==> config.mk <==
export PLATFORM = sky130hd
export DESIGN_NAME = rfc_ctrl
export DESIGN_NICKNAME = d
export VERILOG_FILES = /design/src/rtl/rfc_pkg.sv /design/src/rtl/rfc_ctrl.sv
export SDC_FILE = /design/constraint.sdc
export NUM_CORES = 1
export LEC_CHECK = 0
export BUFFER_PORTS_ARGS = -buffer_cell sky130_fd_sc_hd__buf_4
export CORE_ASPECT_RATIO = 0.6
export CORE_MARGIN = 5
export CORE_UTILIZATION = 58
export DETAILED_ROUTE_END_ITERATION = 10
export GPL_TIMING_DRIVEN = 0
export PLACE_DENSITY = 0.93
export REMOVE_ABC_BUFFERS = 1
export SLEW_MARGIN = 5
export SYNTH_ARGS = -nofsm -noshare
export SYNTH_HDL_FRONTEND = slang
export SYNTH_SLANG_ARGS = --single-unit
==> constraint.sdc <==
create_clock -name clk -period 3.9 [get_ports clk]
set_input_delay 1.17 -clock clk [delete_from_list [all_inputs] [get_ports clk]]
set_output_delay 1.17 -clock clk [all_outputs]
set_load 0.02 [all_outputs]
==> src/rtl/rfc_pkg.sv <==
// rfc_pkg: shared types and constants for the regula falsi cubic root finder.
// No dependencies.
`default_nettype none
package rfc_pkg;
	localparam logic [1:0] ST_OK        = 2'd0;
	localparam logic [1:0] ST_NOBRACKET = 2'd1;
	localparam logic [1:0] ST_LIMIT     = 2'd2;
	localparam logic [1:0] ST_ZERODIV   = 2'd3;

	localparam logic REG_TOLERANCE = 1'b0;
	localparam logic REG_LIMIT     = 1'b1;

	localparam int FW = 50;

	typedef enum logic [2:0] {
		OP_NONE, OP_LOAD, OP_FUNC_A, OP_FUNC_B, OP_FUNC_C, OP_DIV, OP_STEP, OP_UPDATE
	} op_t;

	typedef struct packed {
		op_t  op;
		logic go;
	} rfc_cmd_t;

	typedef struct packed {
		logic done;
		logic bracketed;
		logic zero_den;
		logic converged;
	} rfc_stat_t;
endpackage
`default_nettype wire

==> src/rtl/rfc_ctrl.sv <==
// rfc_ctrl: sequencer for bracketing check, false-position loop and result strobe.
// Depends on rfc_pkg.
`default_nettype none
module rfc_ctrl import rfc_pkg::*; (
	input  wire         clk,
	input  wire         arst_n,
	input  wire         start,
	input  wire  [15:0] limit,
	input  rfc_stat_t   stat,
	output rfc_cmd_t    cmd,
	output logic        busy,
	output logic        fin,
	output logic [1:0]  code,
	output logic [15:0] count
);
	typedef enum logic [3:0] {
		S_IDLE, S_FA, S_FAW, S_FB, S_FBW, S_CHK, S_DIVW, S_STEP, S_FC, S_FCW, S_UPD, S_EVAL
	} state_t;
	state_t st_q;
	logic [15:0] lim;
	assign lim = (limit == '0) ? 16'd1 : limit;

	always_ff @(posedge clk or negedge arst_n) begin
		if (!arst_n) begin
			st_q  <= S_IDLE;
			cmd   <= '{op: OP_NONE, go: 1'b0};
			busy  <= 1'b0;
			fin   <= 1'b0;
			code  <= ST_OK;
			count <= '0;
		end else begin
			cmd.go <= 1'b0;
			fin <= 1'b0;
			unique case (st_q)
				S_IDLE: if (start) begin
					busy  <= 1'b1;
					count <= '0;
					cmd   <= '{op: OP_LOAD, go: 1'b1};
					st_q  <= S_FA;
				end
				S_FA: begin
					cmd <= '{op: OP_FUNC_A, go: 1'b1};
					st_q <= S_FAW;
				end
				S_FAW: if (stat.done && !cmd.go) begin
					cmd <= '{op: OP_FUNC_B, go: 1'b1};
					st_q <= S_FBW;
				end
				S_FB: st_q <= S_FBW;
				S_FBW: if (stat.done && !cmd.go) st_q <= S_CHK;
				S_CHK: begin
					if (!stat.bracketed) begin
						code <= ST_NOBRACKET; fin <= 1'b1; busy <= 1'b0; st_q <= S_IDLE;
					end else if (stat.zero_den) begin
						code <= ST_ZERODIV; fin <= 1'b1; busy <= 1'b0; st_q <= S_IDLE;
					end else begin
						cmd <= '{op: OP_DIV, go: 1'b1};
						st_q <= S_DIVW;
					end
				end
				S_DIVW: if (stat.done && !cmd.go) begin
					cmd <= '{op: OP_STEP, go: 1'b1};
					st_q <= S_STEP;
				end
				S_STEP: begin
					cmd <= '{op: OP_FUNC_C, go: 1'b1};
					st_q <= S_FCW;
				end
				S_FC: st_q <= S_FCW;
				S_FCW: if (stat.done && !cmd.go) begin
					cmd <= '{op: OP_UPDATE, go: 1'b1};
					count <= count + 16'd1;
					st_q <= S_UPD;
				end
				S_UPD: st_q <= S_EVAL;
				S_EVAL: begin
					if (stat.converged) begin
						code <= ST_OK; fin <= 1'b1; busy <= 1'b0; st_q <= S_IDLE;
					end else if (count >= lim) begin
						code <= ST_LIMIT; fin <= 1'b1; busy <= 1'b0; st_q <= S_IDLE;
					end else st_q <= S_CHK;
				end
				default: st_q <= S_IDLE;
			endcase
		end
	end

	assert property (@(posedge clk) disable iff (!arst_n) fin |-> !busy)
		else $error("busy after finish");
	assert property (@(posedge clk) disable iff (!arst_n) fin |-> $past(busy))
		else $error("finish while idle");
	assert property (@(posedge clk) disable iff (!arst_n) (st_q == S_EVAL) |-> count != '0)
		else $error("eval without a step");
endmodule
`default_nettype wire
# Yosys cells after proc, flatten, opt, wreduce, memory -nomap -nowiden
# Index checks and enable logic that the tools add are counted.
# word_totals
ff_bits	28
in_bits	23
# op_classes
muxes	37
n_eq_ne	20
magnitude_cmp	1
add_sub_neg	1
n_reduce_logical	14
# op_table
operator	n
$mux W16	3
$mux W4	11
$pmux W4 S11	1
$pmux W16 S2	1
$pmux W4 S7	1
$add A16 B1 Y16 const B	1
$eq A4 B3 Y1 const B	4
$eq A4 B4 Y1 const B	4
$ge A16 B16 Y1	1
$logic_not A16 Y1	1
$ne A2 B2 Y1 const B	7
$mux W3	4
$mux W1	9
$eq A4 B2 Y1 const B	2
$mux W2	4
$reduce_and A7 Y1	1
$reduce_bool A7 Y1	1
$ne A3 B3 Y1 const B	2
$reduce_and A3 Y1	2
$reduce_and A5 Y1	1
$eq A4 B1 Y1 const B	1
$logic_not A4 Y1	1
$pmux W2 S2	1
$reduce_and A4 Y1	1
other kinds (7)	8

# Depth between registers and ports, before layout
# logic_depth
word_depth	6
mapped_depth	8

# Worst setup path after synthesis
# OpenSTA, ideal clock, no wires.
# synth_path
path_kind	in2reg
start	in limit[8]
end	reg code[1]
path_stages	8
required_ns	3.774
slack_ns	0.894
n_path_buf	0
arrival_ns	2.880
setup_time_ns	0.126
cell_sequence	nor4_1 a41o_1 ha_1 nand2b_1 a2111oi_0 or4b_1 a41oi_2 o32a_1
# synth_via
elab_chain_len	5
# synth_lines
item	line	source
start: declaration	rfc_ctrl.sv:8	input wire [15:0] limit,
$logic_not A16 Y1	rfc_ctrl.sv:21	assign lim = (limit == '0) ? 16'd1 : limit;
$mux W16 (*)	rfc_ctrl.sv:21	
$ge A16 B16 Y1 (*)	rfc_ctrl.sv:79	end else if (count >= lim) begin
$ne A3 B3 Y1 (no source line) (*)	--	
$reduce_and A3 Y1 (no source line) (*)	--	
end signal: assignment	rfc_ctrl.sv:29	code <= ST_OK;
end signal: assignment	rfc_ctrl.sv:78	code <= ST_OK; fin <= 1'b1; busy <= 1'b0; st_q <= S_IDLE;
end signal: assignment	rfc_ctrl.sv:80	code <= ST_LIMIT; fin <= 1'b1; busy <= 1'b0; st_q <= S_IDLE;
end: declaration	rfc_ctrl.sv:13	output logic [1:0] code,
# Mark *: on every way between the ends. The rest lies on a longest branch, timed or not.
# A chain may end at the register's enable or synchronous reset.

# Final worst setup path
# Ends and elaborated chain as after synthesis.

==> reports/metrics.cfg <==
[run_status]
status = completed

[clock_network]
ctsHoldBuffers = 0
cts_buffer_depth = 2
clk_pin_slew_ps = 90
post-cts-setup-buffers = 0
clkSinkCount = 28
cts_buffers = 3
root_buffer = clkbuf_8
h-tree-depth = 1
cts_tree = built
clk_latency_ps = 270
cts_resized = 0

[yosys]
ys_seq_elements = 28
synth-edff-count = 0
yosys-top-cells-area = dfrtp_1 34%, ha_1 10%, inv_1 4.4%, xnor2_1 4.3%, nor2_1 3.7%
yosysTopAreaCell = dfrtp_1
synth_area_um2 = 2050
yosysMostFrequentCell = dfrtp_1
syn_area_per_cell_um2 = 9.19
netlist_top_cells_count = 28 x dfrtp_1, 24 x inv_1, 20 x nor2_1
synth_top_area_share_pct = 34.2
synth_ff_type = dfrtp_1
yosys_warnings = 0
synth-async-reset-ratio_pct = 100
synth_cell_types = 51
syn_inst = 223
ys_seq_area_share_pct = 34.2

[routing]
ant_nets = 0
totalWireLength_um = 5240
dr.first_iter.drc_count = 142
viasPerCell = 5.94
dr_total_vias = 1836
post_drt_wl_per_cell_um = 17.0
first_pass_iters = 5
drcViolationCount = 0

[grt]
met2_usage_pct = 34.0
grt_pass1_wl_um = 8850
met1_usage_pct = 32.4
grt_max_degree = 29
antenna_found_initial = 0
grt_util_all_layers_pct = 22.8
grt_pass1_vias = 1850
use_met3_pct = 7.54
overflow = 0
grt.busiest_layer = met2

[setup_path]
crit_path_max_fanout = 4
cp_data_required_time_ps = 4060
criticalPathCategory = in2reg
startpoint_type = input pin
critPathArrivalTime_ps = 3520
crit_path_end_kind = register

[power_and_ir_drop]
p_int_mw = 0.589
p_comb_share_pct = 43.2
power_leakage_nw = 1.18
clkPwrFrac_pct = 15.7
p_sw_share_pct = 42.0
p_seq_share_pct = 41.1
p_switching_mw = 0.426
powerDensity_nw_per_um2 = 416
ir_worst_vdd_mv = 0.333

[timing]
tightestPinTransition_ps = 639
finClkSkew_ps = 5.83
fin_crit_ps = 3360
fin_tns_setup_ps = 0
maxSlewViolCount = 0
setup_violations = 0
slew_headroom_pct = 57.4
hold_viol_final = 0
fin_crit_sh_pct = 86.2
fmax_mhz = 297
rsz0062_at_grt = no
setup_ws_ps = 538

[die]
initial_core_util_pct = 61.7
die_h_um = 56.0
die_w_um = 86.7
io_pins = 47
dieArea_um2 = 4860
rows = 16
fp.coreArea_um2 = 3320

[hold_path]
hold_class = reg2reg

[cells_and_area]
stdcell_area_um2 = 2440
fin_nets = 306
fillers = 255
syn2layout_area_growth_pct = 19.2
regArea_um2 = 701
post_route_cells_drive_above_1_share_pct = 24.6
multiInputGateArea_um2 = 1210
diodes = 0

[place]
io_buffers = 46
placed_cell_area_um2 = 2400
place_worst_setup_slack_ps = 363
hpwlAfterDp_um = 4030
gp_congestion = 0.935

[job]
cap_violations = 0

metrics by stage:
step / hold WS, ps / util (%) / power, mW / std cells
finish: 496 / 73.5 / 1.02 / 309
global route: 507 / 73.5 / 1.09 / 309
CTS: 499 / 73.5 / 1.01 / 309
detailed placement: 475 / 72.3 / 0.852 / 306
global placement: 467 / 72.3 / 0.840 / 306
floorplan: 594 / - / 0.697 / 215
path summary, 6_finish.rpt:
kind,end,cells after the start,slack (ps),from
worst max-delay path,code[1]$_DFFE_PN0P_,9,540,limit[8]
worst min-delay path,cmd[3]$_DFFE_PN0P_,1,500,cmd[3]$_DFFE_PN0P_
worst max register to register,code[1]$_DFFE_PN0P_,7,1550,count[0]$_DFFE_PN0P_
worst min register to register,cmd[3]$_DFFE_PN0P_,1,500,cmd[3]$_DFFE_PN0P_
max in group asynchronous,count[15]$_DFFE_PN0P_,1,2830,arst_n
min in group asynchronous,count[9]$_DFFE_PN0P_,1,790,arst_n
state kept, by name, indices dropped and copies added, names as in the netlist:
name / count
busy: 1
cmd: 4
st_q: 4
code: 2
count: 16
fin: 1
cell families (layout without fill, tap and decap cells):
| family | Yosys count | in the layout | synth area share [%] |
|---|---|---|---|
| buffers and inverters | 32 | 73 | 6.84 |
| DFF | 28 | 28 | 34.2 |
| AOI/OAI and AO/OA | 51 | 51 | 20.6 |
| and+or+nand+nor | 81 | 81 | 21.9 |
| adders and majority gates | 17 | 17 | 10.4 |
| xor gates and xnor gates | 12 | 12 | 5.13 |
| muxes | 2 | 2 | 0.977 |
worst max-delay path, cell delays in order:
cell and delay, ps:
buf_4 110, nor4_1 380, a41o_1 230, ha_1 220, nand2b_1 150, a2111oi_0 480, or4b_1 240, a41oi_2 190
o32a_1 330
final cells by class:
cell class	instances	area share, %
Multi-Input combinational cell	163	49.5
Inverter	24	3.69
Sequential cell	28	28.7
Clock buffer	3	1.69
Tap cell	45	2.31
Timing Repair Buffer	46	14.1
power by group through the flow:
stage                     sequential (mW)  clock [mW]  combinational (mW)
final                               0.418       0.159               0.439
after global routing                0.428       0.174               0.487
after CTS                           0.414       0.161               0.436
after detailed placement            0.420           0               0.432
after global placement              0.419           0               0.421
after floorplan                     0.447           0               0.250
per-layer routing:
layer | vias to the layer above | part of all wire (%) | wire (um)
met4 | 0 | 0.93 | 49
met2 | 97 | 44 | 2300
met3 | 6 | 10 | 527
met1 | 851 | 45 | 2360
met5 | - | 0 | 0
li1 | 882 | - | -
placed cells by master, fill, tap and decap left out, drive strengths merged, types with 6 or more instances in the layout:
master and n:
a21oi 11, buf 46, dfrtp 28, ha 17
inv 24, nand2 18, nand3 10, nor2 21
nor3 6, o21ai 10, xnor2 10
No activity file was read; power rests on OpenSTA's default activity.
